<file path="src/hw/rtl/assert_macros.svh">
// assertion macros used by the controller rtl
`ifndef ASSERT_MACROS_SVH
`define ASSERT_MACROS_SVH

// implication checked on every rising edge of clk, held off during reset
`define ADAFSM_ASSERT(label, prop, msg) \
  label: assert property (@(posedge clk) disable iff (!rst_n) prop) else $error(msg);

// plain check on every rising edge of clk, also during reset
`define ADAFSM_ASSERT_ALWAYS(label, prop, msg) \
  label: assert property (@(posedge clk) prop) else $error(msg);

`endif

</file>
<file path="src/hw/rtl/adafsm_pkg.sv">
// types and constants of the airlock door access controller
package adafsm_pkg;

  // controller phases
  localparam logic [3:0] PH_IDLE        = 4'd0;
  localparam logic [3:0] PH_OUTER_OPEN  = 4'd1;
  localparam logic [3:0] PH_PIN         = 4'd2;
  localparam logic [3:0] PH_INNER_OPEN  = 4'd3;
  localparam logic [3:0] PH_WAIT_EXIT   = 4'd4;
  localparam logic [3:0] PH_EXIT_Q      = 4'd5;
  localparam logic [3:0] PH_OPEN_BOTH   = 4'd6;
  localparam logic [3:0] PH_BOTH_OPEN   = 4'd7;
  localparam logic [3:0] PH_ALARM       = 4'd8;
  localparam logic [3:0] PH_ALARM_HOLD  = 4'd9;
  localparam logic [3:0] PH_RESET_Q     = 4'd10;

  // message codes
  localparam logic [3:0] MSG_NONE         = 4'd0;
  localparam logic [3:0] MSG_GREETING     = 4'd1;
  localparam logic [3:0] MSG_OPEN_OUTER   = 4'd2;
  localparam logic [3:0] MSG_CLOSE_OUTER  = 4'd3;
  localparam logic [3:0] MSG_PIN_REQUEST  = 4'd4;
  localparam logic [3:0] MSG_OPEN_INNER   = 4'd5;
  localparam logic [3:0] MSG_PIN_REJECTED = 4'd6;
  localparam logic [3:0] MSG_CLOSE_INNER  = 4'd7;
  localparam logic [3:0] MSG_EXIT_Q       = 4'd8;
  localparam logic [3:0] MSG_OPEN_ALL     = 4'd9;
  localparam logic [3:0] MSG_CLOSE_ALL    = 4'd10;
  localparam logic [3:0] MSG_INTRUDER     = 4'd11;
  localparam logic [3:0] MSG_RESET_Q      = 4'd12;

  // sound commands
  localparam logic [2:0] SND_KEEP     = 3'd0;
  localparam logic [2:0] SND_STOP     = 3'd1;
  localparam logic [2:0] SND_ACUTE    = 3'd2;
  localparam logic [2:0] SND_PRESSURE = 3'd3;
  localparam logic [2:0] SND_ALARM    = 3'd4;

  // intensity commands
  localparam logic [1:0] INT_KEEP  = 2'd0;
  localparam logic [1:0] INT_START = 2'd1;
  localparam logic [1:0] INT_STOP  = 2'd2;

  // configuration register indexes
  localparam logic [2:0] CFG_DOOR_TICKS   = 3'd0;
  localparam logic [2:0] CFG_PIN_TIMEOUT  = 3'd1;
  localparam logic [2:0] CFG_ALARM_HOLD   = 3'd2;
  localparam logic [2:0] CFG_MAX_ATTEMPTS = 3'd3;
  localparam logic [2:0] CFG_EXPECTED_PIN = 3'd4;

  localparam int CFG_INDEX_W = 3;
  localparam int CFG_DATA_W  = 56;

  // configuration reset values
  localparam logic [15:0] DOOR_TICKS_RST   = 16'd1000;
  localparam logic [15:0] PIN_TIMEOUT_RST  = 16'd60000;
  localparam logic [15:0] ALARM_HOLD_RST   = 16'd5000;
  localparam logic [2:0]  MAX_ATTEMPTS_RST = 3'd3;
  localparam logic [55:0] EXPECTED_PIN_RST = 56'h31363132474552; // "1612GER"

  // operator replies
  localparam logic [23:0] REPLY_YES = 24'h596573; // "Yes"
  localparam logic [15:0] REPLY_NO  = 16'h4E6F;   // "No"

  localparam logic [15:0] TICKS_MAX    = 16'hFFFF;
  localparam logic [2:0]  ATTEMPTS_MAX = 3'd7;

endpackage

</file>
<file path="src/hw/rtl/adafsm_if.sv">
// valid/ready channel interfaces for polls and results
interface adafsm_in_if;
  logic        valid;
  logic        ready;
  logic [3:0]  tick_count;
  logic        hall_pulse;
  logic        exit_pulse;
  logic        serial_busy;
  logic        pin_ready;
  logic [55:0] pin_text;
  logic        reply_ready;
  logic [23:0] reply_text;

  modport source (
    output valid, tick_count, hall_pulse, exit_pulse, serial_busy,
           pin_ready, pin_text, reply_ready, reply_text,
    input  ready
  );
  modport sink (
    input  valid, tick_count, hall_pulse, exit_pulse, serial_busy,
           pin_ready, pin_text, reply_ready, reply_text,
    output ready
  );
endinterface

interface adafsm_out_if;
  logic       valid;
  logic       ready;
  logic [3:0] message;
  logic       start_pin_entry;
  logic       start_reply_capture;
  logic [2:0] sound_command;
  logic [1:0] intensity_command;
  logic       ok_lamp;
  logic       alarm_lamp;
  logic [3:0] phase_now;

  modport source (
    output valid, message, start_pin_entry, start_reply_capture, sound_command,
           intensity_command, ok_lamp, alarm_lamp, phase_now,
    input  ready
  );
  modport sink (
    input  valid, message, start_pin_entry, start_reply_capture, sound_command,
           intensity_command, ok_lamp, alarm_lamp, phase_now,
    output ready
  );
endinterface

</file>
<file path="src/hw/rtl/airlock_door_access_fsm.sv">
// airlock door access controller: poll register, phase logic, result register
// a poll is taken into the poll register, then its result is loaded into the result
// register, from which the result transaction is made
// throughput: one poll per cycle while results are taken, set by the phase update
// a stalled result holds back the poll register only once that register is full
// reset: synchronous active-low rst_n clears both stages, restores the phase
// state (hello pending, ok lamp on) and the configuration registers to defaults
`include "assert_macros.svh"

module airlock_door_access_fsm (
  input  logic                                 clk,
  input  logic                                 rst_n,
  adafsm_in_if.sink                            in_ch,
  adafsm_out_if.source                         out_ch,
  input  logic                                 cfg_we,
  input  logic [adafsm_pkg::CFG_INDEX_W-1:0]   cfg_index,
  input  logic [adafsm_pkg::CFG_DATA_W-1:0]    cfg_data
);
  import adafsm_pkg::*;

  // configuration registers
  logic [15:0] door_ticks_r;
  logic [15:0] pin_timeout_r;
  logic [15:0] alarm_hold_r;
  logic [2:0]  max_attempts_r;
  logic [55:0] expected_pin_r;

  // poll register (first stage)
  logic        s1_valid_r;
  logic [3:0]  s1_ticks_r;
  logic        s1_hall_r;
  logic        s1_exit_r;
  logic        s1_busy_r;
  logic        s1_pin_ready_r;
  logic [55:0] s1_pin_r;
  logic        s1_reply_ready_r;
  logic [23:0] s1_reply_r;

  // controller state
  logic [3:0]  phase_r, phase_nxt;
  logic [15:0] elapsed_r, elapsed_nxt;
  logic [2:0]  wrong_r, wrong_nxt;
  logic        hello_pend_r, hello_pend_nxt;
  logic        hall_lat_r, hall_lat_nxt;
  logic        exit_lat_r, exit_lat_nxt;
  logic        ask_pin_r, ask_pin_nxt;
  logic        prompt_r, prompt_nxt;
  logic        capture_r, capture_nxt;
  logic        ok_led_r, ok_led_nxt;
  logic        alarm_led_r, alarm_led_nxt;

  // result register (second stage)
  logic        out_valid_r;
  logic [3:0]  out_msg_r, msg_nxt;
  logic        out_start_pin_r, start_pin_nxt;
  logic        out_start_cap_r, start_cap_nxt;
  logic [2:0]  out_snd_r, snd_nxt;
  logic [1:0]  out_int_r, int_nxt;

  logic        advance;
  logic [16:0] tick_sum;
  logic        busy;

  // the poll moves into the result register when that register is empty or drained
  assign advance     = s1_valid_r && (!out_valid_r || out_ch.ready);
  assign in_ch.ready = !s1_valid_r || advance;

  // ---------------- configuration ----------------
  always_ff @(posedge clk) begin
    if (!rst_n) begin
      door_ticks_r   <= DOOR_TICKS_RST;
      pin_timeout_r  <= PIN_TIMEOUT_RST;
      alarm_hold_r   <= ALARM_HOLD_RST;
      max_attempts_r <= MAX_ATTEMPTS_RST;
      expected_pin_r <= EXPECTED_PIN_RST;
    end else if (cfg_we) begin
      // indexes past the register list are ignored
      unique case (cfg_index)
        CFG_DOOR_TICKS:   door_ticks_r   <= cfg_data[15:0];
        CFG_PIN_TIMEOUT:  pin_timeout_r  <= cfg_data[15:0];
        CFG_ALARM_HOLD:   alarm_hold_r   <= cfg_data[15:0];
        CFG_MAX_ATTEMPTS: max_attempts_r <= cfg_data[2:0];
        CFG_EXPECTED_PIN: expected_pin_r <= cfg_data[55:0];
        default: ;
      endcase
    end
  end

  // ---------------- poll register ----------------
  always_ff @(posedge clk) begin
    if (!rst_n) begin
      s1_valid_r <= 1'b0;
    end else if (in_ch.ready) begin
      s1_valid_r <= in_ch.valid;
    end
  end

  always_ff @(posedge clk) begin
    if (in_ch.valid && in_ch.ready) begin
      s1_ticks_r       <= in_ch.tick_count;
      s1_hall_r        <= in_ch.hall_pulse;
      s1_exit_r        <= in_ch.exit_pulse;
      s1_busy_r        <= in_ch.serial_busy;
      s1_pin_ready_r   <= in_ch.pin_ready;
      s1_pin_r         <= in_ch.pin_text;
      s1_reply_ready_r <= in_ch.reply_ready;
      s1_reply_r       <= in_ch.reply_text;
    end
  end

  // ---------------- phase logic ----------------
  always_comb begin
    // saturating tick counter and pulse latches come first in every poll
    tick_sum    = {1'b0, elapsed_r} + {13'd0, s1_ticks_r};
    elapsed_nxt = tick_sum[16] ? TICKS_MAX : tick_sum[15:0];
    hall_lat_nxt   = hall_lat_r || s1_hall_r;
    exit_lat_nxt   = exit_lat_r || s1_exit_r;

    phase_nxt      = phase_r;
    wrong_nxt      = wrong_r;
    hello_pend_nxt = hello_pend_r;
    ask_pin_nxt    = ask_pin_r;
    prompt_nxt     = prompt_r;
    capture_nxt    = capture_r;
    ok_led_nxt     = ok_led_r;
    alarm_led_nxt  = alarm_led_r;

    msg_nxt       = MSG_NONE;
    snd_nxt       = SND_KEEP;
    int_nxt       = INT_KEEP;
    start_pin_nxt = 1'b0;
    start_cap_nxt = 1'b0;
    // a message sent in this poll occupies the serial link for the rest of it
    busy          = s1_busy_r;

    unique case (phase_r)
      PH_IDLE: begin
        if (hello_pend_r) begin
          if (!busy) begin
            msg_nxt        = MSG_GREETING;
            hello_pend_nxt = 1'b0;
          end
        end else if (hall_lat_nxt && !busy) begin
          msg_nxt      = MSG_OPEN_OUTER;
          snd_nxt      = SND_ACUTE;
          hall_lat_nxt = 1'b0;
          elapsed_nxt  = '0;
          phase_nxt    = PH_OUTER_OPEN;
        end
      end
      PH_OUTER_OPEN: begin
        // close outer goes out whether or not the link is busy
        if (elapsed_nxt >= door_ticks_r) begin
          msg_nxt     = MSG_CLOSE_OUTER;
          snd_nxt     = SND_PRESSURE;
          int_nxt     = INT_START;
          elapsed_nxt = '0;
          ask_pin_nxt = 1'b1;
          phase_nxt   = PH_PIN;
        end
      end
      PH_PIN: begin
        if (ask_pin_r && !busy) begin
          start_pin_nxt = 1'b1;
          msg_nxt       = MSG_PIN_REQUEST;
          ask_pin_nxt   = 1'b0;
          busy          = 1'b1;
        end
        if (elapsed_nxt >= pin_timeout_r || wrong_r >= max_attempts_r) begin
          phase_nxt = PH_ALARM;
        end else if (s1_pin_ready_r && !busy) begin
          if (s1_pin_r == expected_pin_r) begin
            msg_nxt     = MSG_OPEN_INNER;
            snd_nxt     = SND_ACUTE;
            int_nxt     = INT_STOP;
            elapsed_nxt = '0;
            phase_nxt   = PH_INNER_OPEN;
          end else begin
            if (wrong_r != ATTEMPTS_MAX) begin
              wrong_nxt = wrong_r + 3'd1;
            end
            msg_nxt     = MSG_PIN_REJECTED;
            ask_pin_nxt = 1'b1;
          end
        end
      end
      PH_INNER_OPEN: begin
        // the phase moves on even if the close message is dropped
        if (elapsed_nxt >= door_ticks_r) begin
          elapsed_nxt = '0;
          phase_nxt   = PH_WAIT_EXIT;
          if (!busy) begin
            msg_nxt = MSG_CLOSE_INNER;
          end
        end
      end
      PH_WAIT_EXIT: begin
        if (exit_lat_nxt) begin
          exit_lat_nxt = 1'b0;
          prompt_nxt   = 1'b1;
          capture_nxt  = 1'b0;
          phase_nxt    = PH_EXIT_Q;
        end
      end
      PH_EXIT_Q, PH_RESET_Q: begin
        if (prompt_nxt && !busy) begin
          msg_nxt     = (phase_r == PH_EXIT_Q) ? MSG_EXIT_Q : MSG_RESET_Q;
          prompt_nxt  = 1'b0;
          capture_nxt = 1'b1;
          busy        = 1'b1;
        end
        if (capture_nxt && !busy) begin
          start_cap_nxt = 1'b1;
          capture_nxt   = 1'b0;
        end
        if (s1_reply_ready_r) begin
          if (s1_reply_r == REPLY_YES) begin
            if (phase_r == PH_EXIT_Q) begin
              phase_nxt = PH_OPEN_BOTH;
            end else begin
              // controller restart
              phase_nxt      = PH_IDLE;
              elapsed_nxt    = '0;
              wrong_nxt      = '0;
              hello_pend_nxt = 1'b1;
              hall_lat_nxt   = 1'b0;
              exit_lat_nxt   = 1'b0;
              ask_pin_nxt    = 1'b0;
              prompt_nxt     = 1'b0;
              capture_nxt    = 1'b0;
              ok_led_nxt     = 1'b1;
              alarm_led_nxt  = 1'b0;
              snd_nxt        = SND_STOP;
              int_nxt        = INT_STOP;
            end
          end else if (phase_r == PH_EXIT_Q && s1_reply_r[23:8] == REPLY_NO) begin
            phase_nxt = PH_ALARM;
          end else begin
            // anything else asks again
            prompt_nxt = 1'b1;
          end
        end
      end
      PH_OPEN_BOTH: begin
        if (!busy) begin
          msg_nxt     = MSG_OPEN_ALL;
          snd_nxt     = SND_ACUTE;
          elapsed_nxt = '0;
          phase_nxt   = PH_BOTH_OPEN;
        end
      end
      PH_BOTH_OPEN: begin
        if (!busy && elapsed_nxt >= door_ticks_r) begin
          msg_nxt        = MSG_CLOSE_ALL;
          // controller restart
          phase_nxt      = PH_IDLE;
          elapsed_nxt    = '0;
          wrong_nxt      = '0;
          hello_pend_nxt = 1'b1;
          hall_lat_nxt   = 1'b0;
          exit_lat_nxt   = 1'b0;
          ask_pin_nxt    = 1'b0;
          prompt_nxt     = 1'b0;
          capture_nxt    = 1'b0;
          ok_led_nxt     = 1'b1;
          alarm_led_nxt  = 1'b0;
          snd_nxt        = SND_STOP;
          int_nxt        = INT_STOP;
        end
      end
      PH_ALARM: begin
        if (!busy) begin
          msg_nxt       = MSG_INTRUDER;
          alarm_led_nxt = 1'b1;
          ok_led_nxt    = 1'b0;
          int_nxt       = INT_STOP;
          snd_nxt       = SND_ALARM;
          elapsed_nxt   = '0;
          phase_nxt     = PH_ALARM_HOLD;
        end
      end
      PH_ALARM_HOLD: begin
        if (elapsed_nxt >= alarm_hold_r) begin
          elapsed_nxt = '0;
          prompt_nxt  = 1'b1;
          capture_nxt = 1'b0;
          phase_nxt   = PH_RESET_Q;
        end
      end
      default: begin
        // unused phase codes fall back to idle
        phase_nxt = PH_IDLE;
      end
    endcase
  end

  // ---------------- state update ----------------
  always_ff @(posedge clk) begin
    if (!rst_n) begin
      phase_r      <= PH_IDLE;
      elapsed_r    <= '0;
      wrong_r      <= '0;
      hello_pend_r <= 1'b1;
      hall_lat_r   <= 1'b0;
      exit_lat_r   <= 1'b0;
      ask_pin_r    <= 1'b0;
      prompt_r     <= 1'b0;
      capture_r    <= 1'b0;
      ok_led_r     <= 1'b1;
      alarm_led_r  <= 1'b0;
    end else if (advance) begin
      phase_r      <= phase_nxt;
      elapsed_r    <= elapsed_nxt;
      wrong_r      <= wrong_nxt;
      hello_pend_r <= hello_pend_nxt;
      hall_lat_r   <= hall_lat_nxt;
      exit_lat_r   <= exit_lat_nxt;
      ask_pin_r    <= ask_pin_nxt;
      prompt_r     <= prompt_nxt;
      capture_r    <= capture_nxt;
      ok_led_r     <= ok_led_nxt;
      alarm_led_r  <= alarm_led_nxt;
    end
  end

  // ---------------- result register ----------------
  always_ff @(posedge clk) begin
    if (!rst_n) begin
      out_valid_r <= 1'b0;
    end else if (advance) begin
      out_valid_r <= 1'b1;
    end else if (out_ch.ready) begin
      out_valid_r <= 1'b0;
    end
  end

  always_ff @(posedge clk) begin
    if (advance) begin
      out_msg_r       <= msg_nxt;
      out_start_pin_r <= start_pin_nxt;
      out_start_cap_r <= start_cap_nxt;
      out_snd_r       <= snd_nxt;
      out_int_r       <= int_nxt;
    end
  end

  assign out_ch.valid               = out_valid_r;
  assign out_ch.message             = out_msg_r;
  assign out_ch.start_pin_entry     = out_start_pin_r;
  assign out_ch.start_reply_capture = out_start_cap_r;
  assign out_ch.sound_command       = out_snd_r;
  assign out_ch.intensity_command   = out_int_r;
  // lamps and phase are the state left behind by the transaction in the result register
  assign out_ch.ok_lamp             = ok_led_r;
  assign out_ch.alarm_lamp          = alarm_led_r;
  assign out_ch.phase_now           = phase_r;

  // ---------------- assertions ----------------
  `ADAFSM_ASSERT(a_lamps_exclusive, alarm_led_r |-> !ok_led_r, "ok and alarm lamps both on")
  `ADAFSM_ASSERT(a_phase_holds, !advance |=> $stable(phase_r), "phase moved without a poll")
  `ADAFSM_ASSERT(a_attempts_hold, !advance |=> $stable(wrong_r), "attempt count moved idle")
  `ADAFSM_ASSERT(a_poll_kept, (s1_valid_r && !advance) |=> s1_valid_r, "stalled poll dropped")

endmodule

</file>
<file path="src/flat_wrapper.sv">
// flat-port wrapper written by rule: the top's interface ports become plain ports
module airlock_door_access_fsm_flat import adafsm_pkg::*;
  (clk, rst_n, cfg_we, cfg_index, cfg_data, in_ch_valid, in_ch_tick_count, in_ch_hall_pulse, in_ch_exit_pulse, in_ch_serial_busy, in_ch_pin_ready, in_ch_pin_text, in_ch_reply_ready, in_ch_reply_text, in_ch_ready, out_ch_valid, out_ch_message, out_ch_start_pin_entry, out_ch_start_reply_capture, out_ch_sound_command, out_ch_intensity_command, out_ch_ok_lamp, out_ch_alarm_lamp, out_ch_phase_now, out_ch_ready);
  adafsm_in_if in_ch_i ();
  adafsm_out_if out_ch_i ();
  input  logic clk;
  input  logic rst_n;
  input  logic cfg_we;
  input  logic [adafsm_pkg::CFG_INDEX_W-1:0] cfg_index;
  input  logic [adafsm_pkg::CFG_DATA_W-1:0] cfg_data;
  input wire logic [$bits(in_ch_i.valid)-1:0] in_ch_valid;
  input wire logic [$bits(in_ch_i.tick_count)-1:0] in_ch_tick_count;
  input wire logic [$bits(in_ch_i.hall_pulse)-1:0] in_ch_hall_pulse;
  input wire logic [$bits(in_ch_i.exit_pulse)-1:0] in_ch_exit_pulse;
  input wire logic [$bits(in_ch_i.serial_busy)-1:0] in_ch_serial_busy;
  input wire logic [$bits(in_ch_i.pin_ready)-1:0] in_ch_pin_ready;
  input wire logic [$bits(in_ch_i.pin_text)-1:0] in_ch_pin_text;
  input wire logic [$bits(in_ch_i.reply_ready)-1:0] in_ch_reply_ready;
  input wire logic [$bits(in_ch_i.reply_text)-1:0] in_ch_reply_text;
  output wire logic [$bits(in_ch_i.ready)-1:0] in_ch_ready;
  output wire logic [$bits(out_ch_i.valid)-1:0] out_ch_valid;
  output wire logic [$bits(out_ch_i.message)-1:0] out_ch_message;
  output wire logic [$bits(out_ch_i.start_pin_entry)-1:0] out_ch_start_pin_entry;
  output wire logic [$bits(out_ch_i.start_reply_capture)-1:0] out_ch_start_reply_capture;
  output wire logic [$bits(out_ch_i.sound_command)-1:0] out_ch_sound_command;
  output wire logic [$bits(out_ch_i.intensity_command)-1:0] out_ch_intensity_command;
  output wire logic [$bits(out_ch_i.ok_lamp)-1:0] out_ch_ok_lamp;
  output wire logic [$bits(out_ch_i.alarm_lamp)-1:0] out_ch_alarm_lamp;
  output wire logic [$bits(out_ch_i.phase_now)-1:0] out_ch_phase_now;
  input wire logic [$bits(out_ch_i.ready)-1:0] out_ch_ready;
  assign in_ch_i.valid = in_ch_valid;
  assign in_ch_i.tick_count = in_ch_tick_count;
  assign in_ch_i.hall_pulse = in_ch_hall_pulse;
  assign in_ch_i.exit_pulse = in_ch_exit_pulse;
  assign in_ch_i.serial_busy = in_ch_serial_busy;
  assign in_ch_i.pin_ready = in_ch_pin_ready;
  assign in_ch_i.pin_text = in_ch_pin_text;
  assign in_ch_i.reply_ready = in_ch_reply_ready;
  assign in_ch_i.reply_text = in_ch_reply_text;
  assign in_ch_ready = in_ch_i.ready;
  assign out_ch_valid = out_ch_i.valid;
  assign out_ch_message = out_ch_i.message;
  assign out_ch_start_pin_entry = out_ch_i.start_pin_entry;
  assign out_ch_start_reply_capture = out_ch_i.start_reply_capture;
  assign out_ch_sound_command = out_ch_i.sound_command;
  assign out_ch_intensity_command = out_ch_i.intensity_command;
  assign out_ch_ok_lamp = out_ch_i.ok_lamp;
  assign out_ch_alarm_lamp = out_ch_i.alarm_lamp;
  assign out_ch_phase_now = out_ch_i.phase_now;
  assign out_ch_i.ready = out_ch_ready;
  airlock_door_access_fsm u_core (.clk(clk), .rst_n(rst_n), .in_ch(in_ch_i), .out_ch(out_ch_i), .cfg_we(cfg_we), .cfg_index(cfg_index), .cfg_data(cfg_data));
endmodule
</file>
<file path="config.mk">
export PLATFORM = sky130hd
export DESIGN_NAME = airlock_door_access_fsm_flat
export DESIGN_NICKNAME = d
export VERILOG_FILES = /design/src/hw/rtl/adafsm_pkg.sv /design/src/hw/rtl/adafsm_if.sv /design/src/hw/rtl/airlock_door_access_fsm.sv /design/src/flat_wrapper.sv
export VERILOG_INCLUDE_DIRS = /design/src /design/src/hw/rtl
export SDC_FILE = /design/constraint.sdc
export NUM_CORES = 1
export LEC_CHECK = 0
export BUFFER_PORTS_ARGS = -buffer_cell sky130_fd_sc_hd__buf_2
export CAP_MARGIN = 0
export CORE_MARGIN = 2
export CORE_UTILIZATION = 45
export CTS_CLUSTER_DIAMETER = 30
export DETAILED_ROUTE_END_ITERATION = 8
export PLACE_DENSITY = 0.66
export SETUP_SLACK_MARGIN = 0.5
export SLEW_MARGIN = 0
export SYNTH_ARGS = -nofsm -noshare
export SYNTH_HDL_FRONTEND = slang
export SYNTH_SLANG_ARGS = --single-unit
</file>
<file path="constraint.sdc">
create_clock -name clk -period 6.3 [get_ports clk]
set_input_delay 0.945 -clock clk [delete_from_list [all_inputs] [get_ports clk]]
set_output_delay 0.945 -clock clk [all_outputs]
set_load 0.01 [all_outputs]
</file>
==> out/results.tsv <==
metric	value	unit
worst_pin_slew	1070	ps
cts_tree	yes	
cp-end-kind	flip-flop	
synth_cells	1154	
dr.pass1.iters	5	
worst-r2r-cell-count	17	
dieArea	26400	um2
rsz0062_at_grt	false	
synthToLayoutAreaGrowth	23.9	%
max_freq	191	MHz
crit_family	compound AO/OA/AOI/OAI gates	
postLayoutSetupSlackWorst	1050	ps
post-route-min-period	5250	ps
synth_cell_types	71	
p_leak	5.77	nW
numClockSinks	240	
cts_setup_buffers	0	
io_pins	172	
antennaDiodeCount	0	
wirelength	27.2	mm
final_util	57.2	%
grt_max_degree	109	
clock_skew	16.6	ps
drtIter0Drc	536	
hp-class	reg -> reg	
worstHoldPathCells	2	
ys.flop_type	dfxtp_1	
stdcell_count	1692	
status	completed	
grt.total_usage	20.8	%
place_worst_setup_slack	1100	ps
syn-num-nets	1365	
maxCapViolations	0	
initial_core_util	46.2	%
gp_congestion	0.912	
ant_nets	0	
vdd_ir_drop_max	0.000247	V
hold_ws	453	ps
drive_above_1_share	21.0	%
clock_latency	540	ps
core-area	24500	um2
worstSetupPathType	reg -> reg	
grt_pass1_wl	44.0	mm
die_h	162	um
cts.clk_slew.worst_paths	50	ps
critical_path_arrival	5650	ps
design_area	14000	um2
reg2reg_setup_slack	1050	ps
synth_edf_count	100	
holdBufCountCts	0	
clockBufferDepth	3	
finalPower	4.39	mW
die_w	162	um
detail_route.vias_per_cell	5.15	
slew_violations	0	
ys_seq_area_share	51.4	%
fill_cells	2137	
nets	1540	
syn_area_per_cell	9.79	um2
rows	57	
dp.cells	1604	
synth_area	11300	um2
numCtsBuffers	47	
antenna_found_initial	3	
htreeDepth	2	
synthArstFlopShare	0	%
crit_buf_inv	0	
hold_viol_final	0	
relSlewSlack	28.4	%
wl_per_cell	16.1	um
cts_root_buffer	clkbuf_16	
worstPathMaxFanout	15	
setup_viol	0	
path_depth	17	
fin_crit_sh	83.3	%
yosysWarnings	0	
dp_hpwl	19.0	mm
ys_ff_latch	240	
worstPathCellList	ha_1, fa_1, a21o_1, a21oi_1, nor3b_1, nand2_1, or3_1, o21ai_0, ha_1, o21a_1, o21ai_0, o211ai_1, a21oi_1, o31ai_1, nand3_1, or4b_1, mux2i_1	
num_vias	8721	
critical-path-slowest-cell	or4b_1	
startpoint_type	flip-flop	
cp.required	6710	ps
powerDensity	314	nW/um2
io_buffers	171	
slowest_delay	700	ps
tns	0	ps
placed_cell_area	12400	um2
cts_resized	0	
grt_overflow_total	0	
grt_pass1_vias	8575	
drc_errors	0	
-- routing by layer --
layer,GRT usage [%],up-vias,part of all wire (%)
li1,-,4399,-
met1,28.1,4014,46
met2,33.8,260,47
met3,4.66,44,6.0
met4,5.67,4,1.5
met5,0,-,0.088
-- cell type report --
| type | count | area [um2] | area share [%] |
|---|---|---|---|
| inverters | 59 | 221 | 1.58 |
| clock buffers | 57 | 1250 | 8.96 |
| multi-input cells | 802 | 5070 | 36.2 |
| flip-flops and latches | 240 | 5810 | 41.5 |
| repair buffers | 179 | 918 | 6.56 |
| clock inverters | 31 | 320 | 2.29 |
| well taps | 324 | 405 | 2.90 |
-- registers in the layout (all words and copies together), names as in the netlist, 2 cells and up --
signal                           flops
u_core.out_ch.message                4
u_core.s1_ticks_r                    4
u_core.elapsed_r                    16
u_core.out_ch.sound_command          3
u_core.out_ch.intensity_command      2
u_core.pin_timeout_r                16
u_core.s1_reply_r                   24
u_core.s1_pin_r                     56
u_core.expected_pin_r               56
u_core.out_ch.phase_now              4
u_core.max_attempts_r                3
u_core.door_ticks_r                 16
u_core.wrong_r                       3
u_core.alarm_hold_r                 16
-- cell usage in the layout (no fill, tap or decap), drive strengths merged, types with 5 or more instances in the layout --
cell type and n:
o21a 8, xnor2 9, nor4 22, a311oi 5, nor3b 5, xor2 58, and3 6, nor2 49
a21oi 39, nand3 48, mux2i 7, a211oi 8, nand2b 10, dfxtp 140, edfxtp 100, nand2 252
nand3b 5, o21ai 33, ha 57, nand4 14, and2 7, clkinv 18, inv 61, clkinvlp 7
nor3 12, clkbuf 57, a21boi 63, nor2b 9, o211ai 27, buf 179
-- worst min-delay path, stage by stage (launching register included) --
cell	delay (ps)
dfxtp_1	300
nand2_1	60
o2bb2ai_1	50
-- cell families after synthesis --
logic type,count (synthesis),share of synthesized area [%]
xor gates and xnor gates,67,5.19
adders and majority gates,58,6.49
DFF,240,51.4
AOI/OAI and AO/OA,211,13.1
muxes,9,0.819
and+or+nand+nor,457,19.2
buffers and inverters,112,3.83
-- final timing paths --
kind / from / to
min reg2reg: u_core.capture_r / u_core.capture_r
max reg2reg: u_core.s1_ticks_r[0] / u_core.out_ch.phase_now[0]
min: u_core.capture_r / u_core.capture_r
max: u_core.s1_ticks_r[0] / u_core.out_ch.phase_now[0]
-- power by group --
part	internal [mW]	switching, mW
Combinational	0.112	0.154
Sequential	1.69	0.0308
Clock	1.59	0.819
-- Yosys cell counts (3+ instances only) --
master | count | area share (%)
o21ai_0 | 32 | 1.4
or2_2 | 3 | 0.17
clkbuf_1 | 45 | 1.5
nand3b_1 | 5 | 0.33
nand3_1 | 47 | 2.1
o21a_1 | 8 | 0.53
and2_1 | 4 | 0.22
nand2_1 | 251 | 8.3
a311oi_1 | 5 | 0.39
a21o_1 | 4 | 0.27
and3_1 | 6 | 0.33
a211oi_1 | 8 | 0.53
nand4b_1 | 3 | 0.23
o211ai_1 | 27 | 1.8
nand2b_1 | 10 | 0.55
a21boi_0 | 63 | 4.2
nor2_1 | 47 | 1.6
a21oi_1 | 34 | 1.5
nand4_1 | 14 | 0.77
a21oi_2 | 5 | 0.39
or4b_1 | 3 | 0.27
nor3b_1 | 5 | 0.33
xnor2_1 | 9 | 0.70
mux2i_1 | 7 | 0.62
inv_1 | 59 | 2.0
buf_2 | 4 | 0.18
a211o_1 | 3 | 0.23
nor4_1 | 19 | 1.1
edfxtp_1 | 100 | 27
xor2_1 | 58 | 4.5
ha_1 | 57 | 6.3
dfxtp_1 | 140 | 25
nor3_2 | 3 | 0.27
nor3_1 | 9 | 0.40
nor2b_1 | 9 | 0.50
buf_1 | 3 | 0.10
Note: power is estimated with default switching activity, not from simulation.
